[src/hdl/qtbd_pkg.sv]
// Shared constants and types for the quote tick binary decoder.
`timescale 1ns / 1ps
`default_nettype none
package qtbd_pkg;
  localparam int HDR_BYTES = 108;
  localparam int MAX_SYMBOL_BYTES_DEF = 64;
  localparam logic [31:0] TICK_MAGIC = 32'h5451_544D;
  localparam logic [15:0] PROTO_VERSION = 16'd1;
  localparam int NUM_FIELDS = 14;

  typedef enum logic [1:0] {
    KIND_SYMBOL = 2'd0,
    KIND_FIELD  = 2'd1,
    KIND_STATUS = 2'd2
  } kind_t;

  typedef enum logic [3:0] {
    ST_OK       = 4'd0,
    ST_SHORT    = 4'd1,
    ST_HEADER   = 4'd2,
    ST_LENGTH   = 4'd3,
    ST_PLATFORM = 4'd4,
    ST_SOURCE   = 4'd5,
    ST_UTF8     = 4'd6,
    ST_BIDASK   = 4'd7,
    ST_LAST     = 4'd8,
    ST_TIME     = 4'd9
  } status_t;

  typedef enum logic [1:0] {
    PH_RUN,
    PH_EVAL,
    PH_EMIT
  } phase_t;

  // UTF-8 checker control from the top level
  typedef struct packed {
    logic feed;
    logic clear;
  } utf8_ctl_t;
endpackage
`default_nettype wire

[src/hdl/qtbd_utf8.sv]
// Strict UTF-8 validator for the symbol bytes.
`timescale 1ns / 1ps
`default_nettype none
module qtbd_utf8
  import qtbd_pkg::*;
(
  input  wire logic       clk,
  input  wire logic       rst_n,
  input  wire utf8_ctl_t  ctl,
  input  wire logic [7:0] data_byte,
  output logic            fail_nxt
);
  logic [1:0] pend_r, pend_nxt;
  logic [2:0] cls_r, cls_nxt;
  logic       err_r, err_nxt;
  logic [7:0] lo, hi;

  always_comb begin
    pend_nxt = pend_r;
    cls_nxt  = cls_r;
    err_nxt  = err_r;
    lo = 8'h80;
    hi = 8'hBF;
    unique case (cls_r)
      3'd1: lo = 8'hA0;
      3'd2: hi = 8'h9F;
      3'd3: lo = 8'h90;
      3'd4: hi = 8'h8F;
      default: ;
    endcase
    if (ctl.feed && !err_r) begin
      if (pend_r != 2'd0) begin
        if (data_byte < lo || data_byte > hi) begin
          err_nxt = 1'b1;
        end else begin
          cls_nxt  = 3'd0;
          pend_nxt = pend_r - 2'd1;
        end
      end else if (data_byte <= 8'h7F) begin
        if (data_byte < 8'h20 || data_byte == 8'h7F) err_nxt = 1'b1;
      end else if (data_byte >= 8'hC2 && data_byte <= 8'hDF) begin
        pend_nxt = 2'd1;
        cls_nxt  = 3'd0;
      end else if (data_byte >= 8'hE0 && data_byte <= 8'hEF) begin
        pend_nxt = 2'd2;
        cls_nxt  = (data_byte == 8'hE0) ? 3'd1 : (data_byte == 8'hED) ? 3'd2 : 3'd0;
      end else if (data_byte >= 8'hF0 && data_byte <= 8'hF4) begin
        pend_nxt = 2'd3;
        cls_nxt  = (data_byte == 8'hF0) ? 3'd3 : (data_byte == 8'hF4) ? 3'd4 : 3'd0;
      end else begin
        err_nxt = 1'b1;
      end
    end
    fail_nxt = err_nxt || (pend_nxt != 2'd0);
  end

  always_ff @(posedge clk) begin
    if (!rst_n || ctl.clear) begin
      pend_r <= '0;
      cls_r  <= '0;
      err_r  <= 1'b0;
    end else begin
      pend_r <= pend_nxt;
      cls_r  <= cls_nxt;
      err_r  <= err_nxt;
    end
  end
endmodule
`default_nettype wire

[src/hdl/quote_tick_binary_decoder_core.sv]
// Top level of the quote tick binary decoder: byte capture, checks and record output.
// A symbol byte is registered and appears on the output in the cycle after it is accepted.
// Throughput: one payload byte per cycle while the output is taken.
// After the end byte: evaluation, then up to fifteen sequencer records one per cycle
// while the output takes them; input is held off until the status record is loaded.
// Reset: counter, UTF-8 state, sequencer and output valid clear; header bytes do not.
`timescale 1ns / 1ps
`default_nettype none
module quote_tick_binary_decoder_core
  import qtbd_pkg::*;
#(
  parameter int MAX_SYMBOL_BYTES = MAX_SYMBOL_BYTES_DEF
) (
  input  wire logic        clk,
  input  wire logic        rst_n,
  input  wire logic        in_tvalid,
  output logic             in_tready,
  input  wire logic [7:0]  in_tdata,   // data_byte
  input  wire logic        in_tlast,   // end_of_payload
  output logic             out_tvalid,
  input  wire logic        out_tready,
  output logic [79:0]      out_tdata,  // field_index[3:0], field_value[67:4],
                                       // status_code[71:68], symbol_length[78:72]
  output logic [1:0]       out_tuser,  // record_kind
  output logic             out_tlast   // run_last
);
  localparam int CAP = HDR_BYTES + MAX_SYMBOL_BYTES + 1;
  localparam int CW  = $clog2(CAP + 1);
  localparam logic [CW-1:0] CAP_C  = CW'(CAP);
  localparam logic [CW-1:0] HDR_C  = CW'(HDR_BYTES);
  localparam logic [CW-1:0] SYMEND = CW'(HDR_BYTES + MAX_SYMBOL_BYTES);

  logic [7:0]      hdr_r [HDR_BYTES];
  logic [HDR_BYTES*8-1:0] hf;
  logic [CW-1:0]   cnt_r, cnt_nxt, total;
  logic [CW-1:0]   tot_r;
  logic            u8bad_r;
  phase_t          ph_r, ph_nxt;
  logic [3:0]      idx_r, idx_nxt;
  status_t         st_r, st_c;
  logic [6:0]      slen_r, slen_c;
  logic [73:0]     prod_r, tdiff;
  utf8_ctl_t       uctl;
  logic            fail_nxt;

  logic            ov_r, ov_nxt;
  kind_t           okind_r, okind_nxt;
  logic [3:0]      oidx_r, oidx_nxt;
  logic [63:0]     oval_r, oval_nxt;
  status_t         ost_r, ost_nxt;
  logic [6:0]      oslen_r, oslen_nxt;
  logic            olast_r, olast_nxt;
  logic            out_free, acc;

  assign out_free  = !ov_r || out_tready;
  assign in_tready = (ph_r == PH_RUN) && out_free;
  assign acc       = in_tvalid && in_tready;

  always_comb begin
    for (int i = 0; i < HDR_BYTES; i++) hf[i*8 +: 8] = hdr_r[i];
  end

  logic [31:0] f_magic, f_src, f_symlen;
  logic [15:0] f_ver, f_hsz, f_plat, f_resv;
  logic [63:0] f_ep, f_seq, f_t0, f_t1, f_t2, f_bid, f_ask, f_lst;
  logic [63:0] fld [NUM_FIELDS];
  assign f_magic  = hf[31:0];
  assign f_ver    = hf[47:32];
  assign f_hsz    = hf[63:48];
  assign f_plat   = hf[79:64];
  assign f_resv   = hf[95:80];
  assign f_src    = hf[127:96];
  assign f_ep     = hf[191:128];
  assign f_seq    = hf[255:192];
  assign f_symlen = hf[287:256];
  assign f_t0     = hf[415:352];
  assign f_t1     = hf[479:416];
  assign f_t2     = hf[543:480];
  assign f_bid    = hf[607:544];
  assign f_ask    = hf[671:608];
  assign f_lst    = hf[735:672];
  assign fld[0]  = {48'd0, f_ver};
  assign fld[1]  = {48'd0, f_plat};
  assign fld[2]  = {{32{f_src[31]}}, f_src};
  assign fld[3]  = f_ep;
  assign fld[4]  = f_seq;
  assign fld[5]  = hf[351:288];
  assign fld[6]  = f_t0;
  assign fld[7]  = f_t1;
  assign fld[8]  = f_t2;
  assign fld[9]  = f_bid;
  assign fld[10] = f_ask;
  assign fld[11] = f_lst;
  assign fld[12] = hf[799:736];
  assign fld[13] = hf[863:800];

  assign total = (cnt_r == CAP_C) ? CAP_C : cnt_r + CW'(1);
  assign uctl.feed  = acc && cnt_r >= HDR_C && cnt_r < SYMEND;
  assign uctl.clear = acc && in_tlast;

  qtbd_utf8 u_utf8 (
    .clk      (clk),
    .rst_n    (rst_n),
    .ctl      (uctl),
    .data_byte(in_tdata),
    .fail_nxt (fail_nxt)
  );

  // t1 / 1000 == t0 exactly when t1 - 1000*t0 lies in 0..999
  assign tdiff = {10'd0, f_t1} - prod_r;

  function automatic logic price_ok(input logic [63:0] b);
    price_ok = (b[62:52] != 11'h7FF) && !b[63] && (b[62:0] != 63'd0);
  endfunction

  always_comb begin
    logic [31:0] body;
    body = 32'(tot_r) - 32'(HDR_BYTES);
    slen_c = (f_symlen > 32'(MAX_SYMBOL_BYTES)) ? 7'(MAX_SYMBOL_BYTES) : f_symlen[6:0];
    st_c = ST_OK;
    if (tot_r < HDR_C) begin
      st_c   = ST_SHORT;
      slen_c = 7'd0;
    end else if (f_magic != TICK_MAGIC || f_ver != PROTO_VERSION ||
                 f_hsz != 16'(HDR_BYTES) || f_resv != 16'd0) begin
      st_c = ST_HEADER;
    end else if (f_symlen == 32'd0 || f_symlen > 32'(MAX_SYMBOL_BYTES) ||
                 body != f_symlen) begin
      st_c = ST_LENGTH;
    end else if (f_plat != 16'd4 && f_plat != 16'd5) begin
      st_c = ST_PLATFORM;
    end else if (f_src == 32'd0 || f_src[31] || f_ep == 64'd0 || f_seq == 64'd0) begin
      st_c = ST_SOURCE;
    end else if (u8bad_r) begin
      st_c = ST_UTF8;
    end else if (!price_ok(f_bid) || !price_ok(f_ask)) begin
      st_c = ST_BIDASK;
    end else if (f_lst[62:52] == 11'h7FF || (f_lst[63] && f_lst[62:0] != 63'd0)) begin
      st_c = ST_LAST;
    end else if (f_t0[63] || f_t0 == 64'd0 || f_t1[63] || f_t1 == 64'd0 ||
                 f_t2[63] || f_t2 == 64'd0 || !(tdiff < 74'd1000)) begin
      st_c = ST_TIME;
    end
  end

  always_comb begin
    ph_nxt    = ph_r;
    idx_nxt   = idx_r;
    cnt_nxt   = cnt_r;
    ov_nxt    = ov_r && !out_tready;
    okind_nxt = okind_r;
    oidx_nxt  = oidx_r;
    oval_nxt  = oval_r;
    ost_nxt   = ost_r;
    oslen_nxt = oslen_r;
    olast_nxt = olast_r;
    unique case (ph_r)
      PH_RUN: begin
        if (acc) begin
          cnt_nxt = total;
          if (uctl.feed) begin
            ov_nxt    = 1'b1;
            okind_nxt = KIND_SYMBOL;
            oidx_nxt  = 4'd0;
            oval_nxt  = {56'd0, in_tdata};
            ost_nxt   = ST_OK;
            oslen_nxt = 7'd0;
            olast_nxt = 1'b0;
          end
          if (in_tlast) begin
            cnt_nxt = '0;
            ph_nxt  = PH_EVAL;
          end
        end
      end
      PH_EVAL: begin
        ph_nxt  = PH_EMIT;
        idx_nxt = (st_c == ST_OK) ? 4'd0 : 4'(NUM_FIELDS);
      end
      PH_EMIT: begin
        if (out_free) begin
          ov_nxt = 1'b1;
          if (idx_r == 4'(NUM_FIELDS)) begin
            okind_nxt = KIND_STATUS;
            oidx_nxt  = 4'd0;
            oval_nxt  = 64'd0;
            ost_nxt   = st_r;
            oslen_nxt = slen_r;
            olast_nxt = 1'b1;
            ph_nxt    = PH_RUN;
          end else begin
            okind_nxt = KIND_FIELD;
            oidx_nxt  = idx_r;
            oval_nxt  = fld[idx_r];
            ost_nxt   = ST_OK;
            oslen_nxt = 7'd0;
            olast_nxt = 1'b0;
            idx_nxt   = idx_r + 4'd1;
          end
        end
      end
      default: ph_nxt = PH_RUN;
    endcase
  end

  always_ff @(posedge clk) begin
    if (!rst_n) begin
      ph_r  <= PH_RUN;
      cnt_r <= '0;
      ov_r  <= 1'b0;
      idx_r <= '0;
    end else begin
      ph_r  <= ph_nxt;
      cnt_r <= cnt_nxt;
      ov_r  <= ov_nxt;
      idx_r <= idx_nxt;
    end
  end

  always_ff @(posedge clk) begin
    if (acc && cnt_r < HDR_C) hdr_r[cnt_r[$clog2(HDR_BYTES)-1:0]] <= in_tdata;
    if (acc && in_tlast) begin
      tot_r   <= total;
      u8bad_r <= fail_nxt;
    end
    prod_r <= {10'd0, f_t0} * 74'd1000;
    if (ph_r == PH_EVAL) begin
      st_r   <= st_c;
      slen_r <= slen_c;
    end
    okind_r <= okind_nxt;
    oidx_r  <= oidx_nxt;
    oval_r  <= oval_nxt;
    ost_r   <= ost_nxt;
    oslen_r <= oslen_nxt;
    olast_r <= olast_nxt;
  end

  assign out_tvalid = ov_r;
  assign out_tdata  = {1'b0, oslen_r, ost_r, oval_r, oidx_r};
  assign out_tuser  = okind_r;
  assign out_tlast  = olast_r;
endmodule
`default_nettype wire

[config.mk]
export PLATFORM = sky130hd
export DESIGN_NAME = quote_tick_binary_decoder_core
export DESIGN_NICKNAME = d
export VERILOG_FILES = /design/src/hdl/qtbd_pkg.sv /design/src/hdl/qtbd_utf8.sv /design/src/hdl/quote_tick_binary_decoder_core.sv
export SDC_FILE = /design/constraint.sdc
export NUM_CORES = 2
export LEC_CHECK = 0
export ABC_CLOCK_PERIOD_IN_PS = 9000
export BUFFER_PORTS_ARGS = -buffer_cell sky130_fd_sc_hd__buf_4
export CAP_MARGIN = 10
export CORE_MARGIN = 2
export CORE_UTILIZATION = 40
export CTS_BUF_LIST = sky130_fd_sc_hd__clkbuf_2 sky130_fd_sc_hd__clkbuf_4 sky130_fd_sc_hd__clkbuf_8
export CTS_CLUSTER_SIZE = 20
export DETAILED_ROUTE_END_ITERATION = 8
export SLEW_MARGIN = 20
export SYNTH_ARGS = -nofsm -noshare
export SYNTH_HDL_FRONTEND = slang
export SYNTH_HIERARCHICAL = 1
export SYNTH_SLANG_ARGS = --single-unit
[constraint.sdc]
create_clock -name clk -period 9 [get_ports clk]
set_input_delay 1.35 -clock clk [delete_from_list [all_inputs] [get_ports clk]]
set_output_delay 1.35 -clock clk [all_outputs]
set_load 0.005 [all_outputs]
# After elaboration in Yosys (flattened, before gate mapping)
# Memories as Yosys holds them, arrays and structs flattened.
# Cells that the tools add are included.
dict set report classes {
  addsub 5
  multipliers 1
  magnitude_cmp 17
  n_eq_ne 30
  muxes 85
  bitwise 1
  n_reduce_logical 71
}
# cell n
set ops {}
lappend ops {{64-bit two-way mux} 6}
lappend ops {{64-bit logical NOT} 5}
lappend ops {{64-bit binary-select mux with 4-bit select} 1}
lappend ops {{63-bit nonzero test} 3}
lappend ops {{64-bit one-hot mux with 2 select lines} 1}
lappend ops {{74-bit by 10-bit less-than comparator with 1-bit output, second input constant} 1}
lappend ops {{64-bit by 74-bit subtractor with 74-bit output} 1}
lappend ops {{4-bit two-way mux} 18}
lappend ops {{64-bit by 7-bit multiplier with 71-bit output, second input constant} 1}
lappend ops {{32-bit logical NOT} 2}
lappend ops {{8-bit equality test, second input constant} 5}
lappend ops {{7-bit two-way mux} 5}
lappend ops {{32-bit by 7-bit > comparator with 1-bit output, second input constant} 1}
lappend ops {{2-bit two-way mux} 16}
lappend ops {{16-bit by 3-bit != test with 1-bit output, second input constant} 2}
lappend ops {{32-bit by 31-bit != test with 1-bit output, second input constant} 1}
lappend ops {{32-bit != test} 1}
lappend ops {{3-bit two-way mux} 9}
lappend ops {{8-bit greater-or-equal comparator, second input constant} 3}
lappend ops {{8-bit <= comparator, second input constant} 3}
lappend ops {{4-bit one-hot mux with 2 select lines} 3}
lappend ops {{6-bit one-hot mux with 2 select lines} 2}
lappend ops {{11-bit != test, second input constant} 2}
lappend ops {{1-bit logical OR} 21}
lappend ops {{other kinds (42)} 97}
dict set report totals {
  reg_bits 194
  mem_bits_rw 864
  inputBits 13
  out_inout_bits 85
  wordCells 230
  mem_count 1
}
# memory depth word_bits read_ports rd_clocked_by_memory_dff write_ports line
set memory_table {}
lappend memory_table {hdr_r 108 8 108 0 1 quote_tick_binary_decoder_core.sv:33} ;# logic [7:0] hdr_r [HDR_BYTES];

# Longest topological paths before layout
# An unclocked memory read counts as a cell.
dict set report logic_depth {
  ltp_word 20
  mapped_depth 21
}

# Cells and area by module
# The synthesis kept the hierarchy.
# mod instances cells_each area_each_um2 seq_area_each_um2
set by_module_without_submodules {}
lappend by_module_without_submodules {quote_tick_binary_decoder_core 1 4333 56691.9 30699.4}
lappend by_module_without_submodules {qtbd_utf8 1 85 653.1 120.1}

# Worst setup path after synthesis
# Ideal clock, no wire load.
dict set report synth_path {
  path_kind {input -> register}
  startpoint {input out_tready}
  endpoint {register oidx_r[0], enable pin}
  setup_time_ps 547
  arrival_time_ps 6349
  t_required_ps 8453
  path_slack_ps 2104
  stages 6
  cell_sequence {nor2b_1 -> nor3_1 -> nand2_1 -> clkbuf_1 -> or2_2 -> a21oi_1}
}
dict set report synth_via {
  elab_chain_cells 7
}
# item line
set synth_lines {}
lappend synth_lines {{from (decl)} quote_tick_binary_decoder_core.sv:21} ;# input wire logic out_tready,
lappend synth_lines {{1-bit logical OR (*)} quote_tick_binary_decoder_core.sv:55} ;# assign out_free = !ov_r || out_tready;
lappend synth_lines {{1-bit logical AND (*)} quote_tick_binary_decoder_core.sv:56} ;# assign in_tready = (ph_r == PH_RUN) && out_free;
lappend synth_lines {{net in_tready} quote_tick_binary_decoder_core.sv:17} ;# output logic in_tready,
lappend synth_lines {{1-bit logical AND (*)} quote_tick_binary_decoder_core.sv:57} ;# assign acc = in_tvalid && in_tready;
lappend synth_lines {{1-bit logical AND (2 in a row)} quote_tick_binary_decoder_core.sv:98} ;# assign uctl.feed = acc && cnt_r >= HDR_C && cnt_r < SYMEND;
lappend synth_lines {{2-bit by 1-bit != test with 1-bit output (no line)} -}
lappend synth_lines {{4-bit AND reduction (no line) (*)} -}
lappend synth_lines {{to (signal assigned)} quote_tick_binary_decoder_core.sv:232} ;# oidx_r <= oidx_nxt;
lappend synth_lines {{to (decl)} quote_tick_binary_decoder_core.sv:48} ;# logic [3:0] oidx_r, oidx_nxt;
# The timed path passes the listed nets; every way through them passes the cells marked *.
# A chain may end at the register's enable or synchronous reset.

==> out/metrics.yaml <==
status: "finished clean"
hold_viol: 0
synth-compound-area-share_pct: 9.02
synth_warnings: 6
finalCritPeriodShare_pct: 78.0
power.density_nw_per_um2: 160
clock-root-buffer: "clkbuf_8"
via_count: 39800
avgSynthCellArea_um2: 13.0
postRouteAntennaNets: 0
period_needed_ns: 7.02
tightest_slew_ns: 1.21
crit_required_ns: 9.78
cp_max_fo: 8
routed_wl_mm: 189
min_path_type: "flip-flop to flip-flop"
rrSetupSlack_ns: 1.98
fin_tns_setup_ns: 0
worstSetupEndpointType: "flip-flop"
avgRoutedWirePerCell_um: 28.7
cts_setup_buffers: 0
die_w_um: 383
grt_overflow: 0
hpwl_mm: 138
synth_common_cells: "edfxtp_1 (965), nor2_1 (356), ha_1 (252), fa_1 (247), inv_1 (247)"
grt_pass1_wl_mm: 274
utilization_pct: 44.8
clk_path_buf_depth: 3
nFillCells: 12800
cap_violations: 0
synthSimpleGateAreaFrac_pct: 10.9
place_ws_ns: 2.07
row_count: 138
drive_above_1_share_pct: 12.8
arrival_ns: 7.79
io-pin-count: 98
grt_max_degree: 94
ir_drop_mv: 0.127
cts_resized: 0
synth_flop_cell: "edfxtp_1"
slew_headroom_pct: 18.9
setup_slack_ns: 1.98
syn2layout_area_growth_pct: 10.8
clk_latency_ns: 0.91
synth_area_leaders: "edfxtp_1 (51%), fa_1 (8.6%), ha_1 (5.5%)"
grt_pass1_vias: 39000
synth_enable_flop_cells: 965
drv_slew: 0
startpoint_type: "flip-flop"
timing.fmax_ghz: 0.142
synthCells: 4418
synthesis.area_um2: 57300
cts_buffers: 171
start_util_pct: 40.4
cts_max_level: 4
startpoint: "hdr_r[46][3]$_DFFE_PP_"
hold_start: "u_utf8/err_r$_SDFF_PP0_"
seq_area_frac_synth_pct: 53.7
total_power_uw: 10200
gp_congestion: 0.964
p_leak_uw: 0.0218
drc_errors: 0
yosys.cell_count.top_type: "edfxtp_1"
synth_xor_area_share_pct: 1.80
placeableCoreArea_um2: 142000
synth-seq-cells: 1057
rsz0062_at_grt: "false"
antenna_found_initial: 3
yosysTopAreaCellShare_pct: 50.5
ctsHoldBuffers: 0
cts_tree: "yes"
final-setup-viol-count: 0
io_buffers: 96
drt_pass1_iterations: 6
path_clk_slew_ns: 0.06
yosys.area_share.adder_pct: 14.1
vias_per_cell: 6.06
drt_iter0_markers: 4938
synthesis.nets: 4930
synth_largest_area_cell: "edfxtp_1"
ys_async_sr_fraction_pct: 0
r2r-start: "hdr_r[46][3]$_DFFE_PP_"
worst-setup-path-type: "flip-flop to flip-flop"
placed_area_um2: 60100
die_h_um: 383
final_area_um2: 63500
dieArea_um2: 146000
cts.sinks: 1057
synth.area.mux_share_pct: 7.51
synth_cell_types: 89
synth_top_family_by_area: "adder cells"
grt_usage_pct: 25.6
nets: 5053
finalClockSkew_ns: 0.0416
==> power by group <==
group	switching (µW)	internal, µW
combinational	317	132
clock	2030	2280
sequential	26.6	5370
total	2380	7780
==> critical path, cell delays in order, from the launching register on <==
cell,delay (ns)
edfxtp_1,0.59
fa_1,0.58
fa_1,0.58
fa_1,0.44
fa_1,0.47
ha_1,0.44
and4_1,0.28
nand3_1,0.14
or3_1,0.39
a211oi_1,0.54
o211ai_1,0.33
a21oi_1,0.52
a21oi_1,0.26
o21bai_1,0.27
nand2_1,0.08
o21ai_0,0.41
and2_1,0.26
a41oi_1,0.15
xnor2_1,0.16
==> routing by layer <==
layer  track usage (%)  part of all wire [%]
met3              4.99                    10
met1              37.6                    43
met2              37.6                    43
met4              9.68                   3.8
met5                 0                     0
==> path summary, 6_finish.rpt <==
path | cells past startpoint | end
max reg2reg | 18 | prod_r[67]$_DFF_P_
min | 1 | u_utf8/err_r$_SDFF_PP0_
min reg2reg | 1 | u_utf8/err_r$_SDFF_PP0_
max | 18 | prod_r[67]$_DFF_P_
==> metrics by stage <==
step	hold slack, ns	instances
after floorplan	0.468	4418
after global placement	0.486	6258
after detailed placement	0.496	6258
after CTS	0.508	6565
after global routing	0.532	6567
final	0.502	6568
==> kinds of logic (layout without fill, tap and decap cells) <==
logic type	Yosys count	after routing
compound gates	821	821
xor+xnor	118	118
fa+ha+maj	499	499
buf+inv	438	695
flops	1057	1057
mux	256	256
other cells	1	4
simple gates	1228	1228
==> registers in the layout (all words and copies together), names as in the netlist, 3 cells and up <==
signal and cells:
ost_r 4, oidx_r 4, hdr_r 864, cnt_r 8, idx_r 4, u_utf8/cls_r 3, oval_r 64, st_r 4
oslen_r 7, tot_r 8, slen_r 7, prod_r 71
==> cell usage in the layout, fill, tap and decap left out, drive strengths merged, types with 22 or more instances in the layout <==
master  instances
mux2i         114
o21ai         221
nor2b          33
clkinv         56
mux4          139
o21a           28
dfxtp          92
and2           36
o221ai         54
clkbuf        229
nor2          356
xnor2          71
edfxtp        965
buf           141
nand2b         26
a21o           53
nand3          71
fa            247
ha            252
a21oi         243
xor2           47
a31oi          22
o21bai         25
nand4         110
nor3           53
o22ai          25
inv           256
nor4          178
nand2         239
==> layout make-up <==
type	count	area, µm²	share of cell area [%]
Timing Repair Buffer	141	1070	1.69
Tap cell	1890	2360	3.72
Inverter	247	927	1.46
Clock inverter	78	622	0.979
Clock buffer	229	2850	4.48
Sequential cell	1057	30800	48.5
Antenna cell	3	7.51	0.0118
Multi-Input combinational cell	2923	24900	39.1
(Power assumes the default switching activity.)
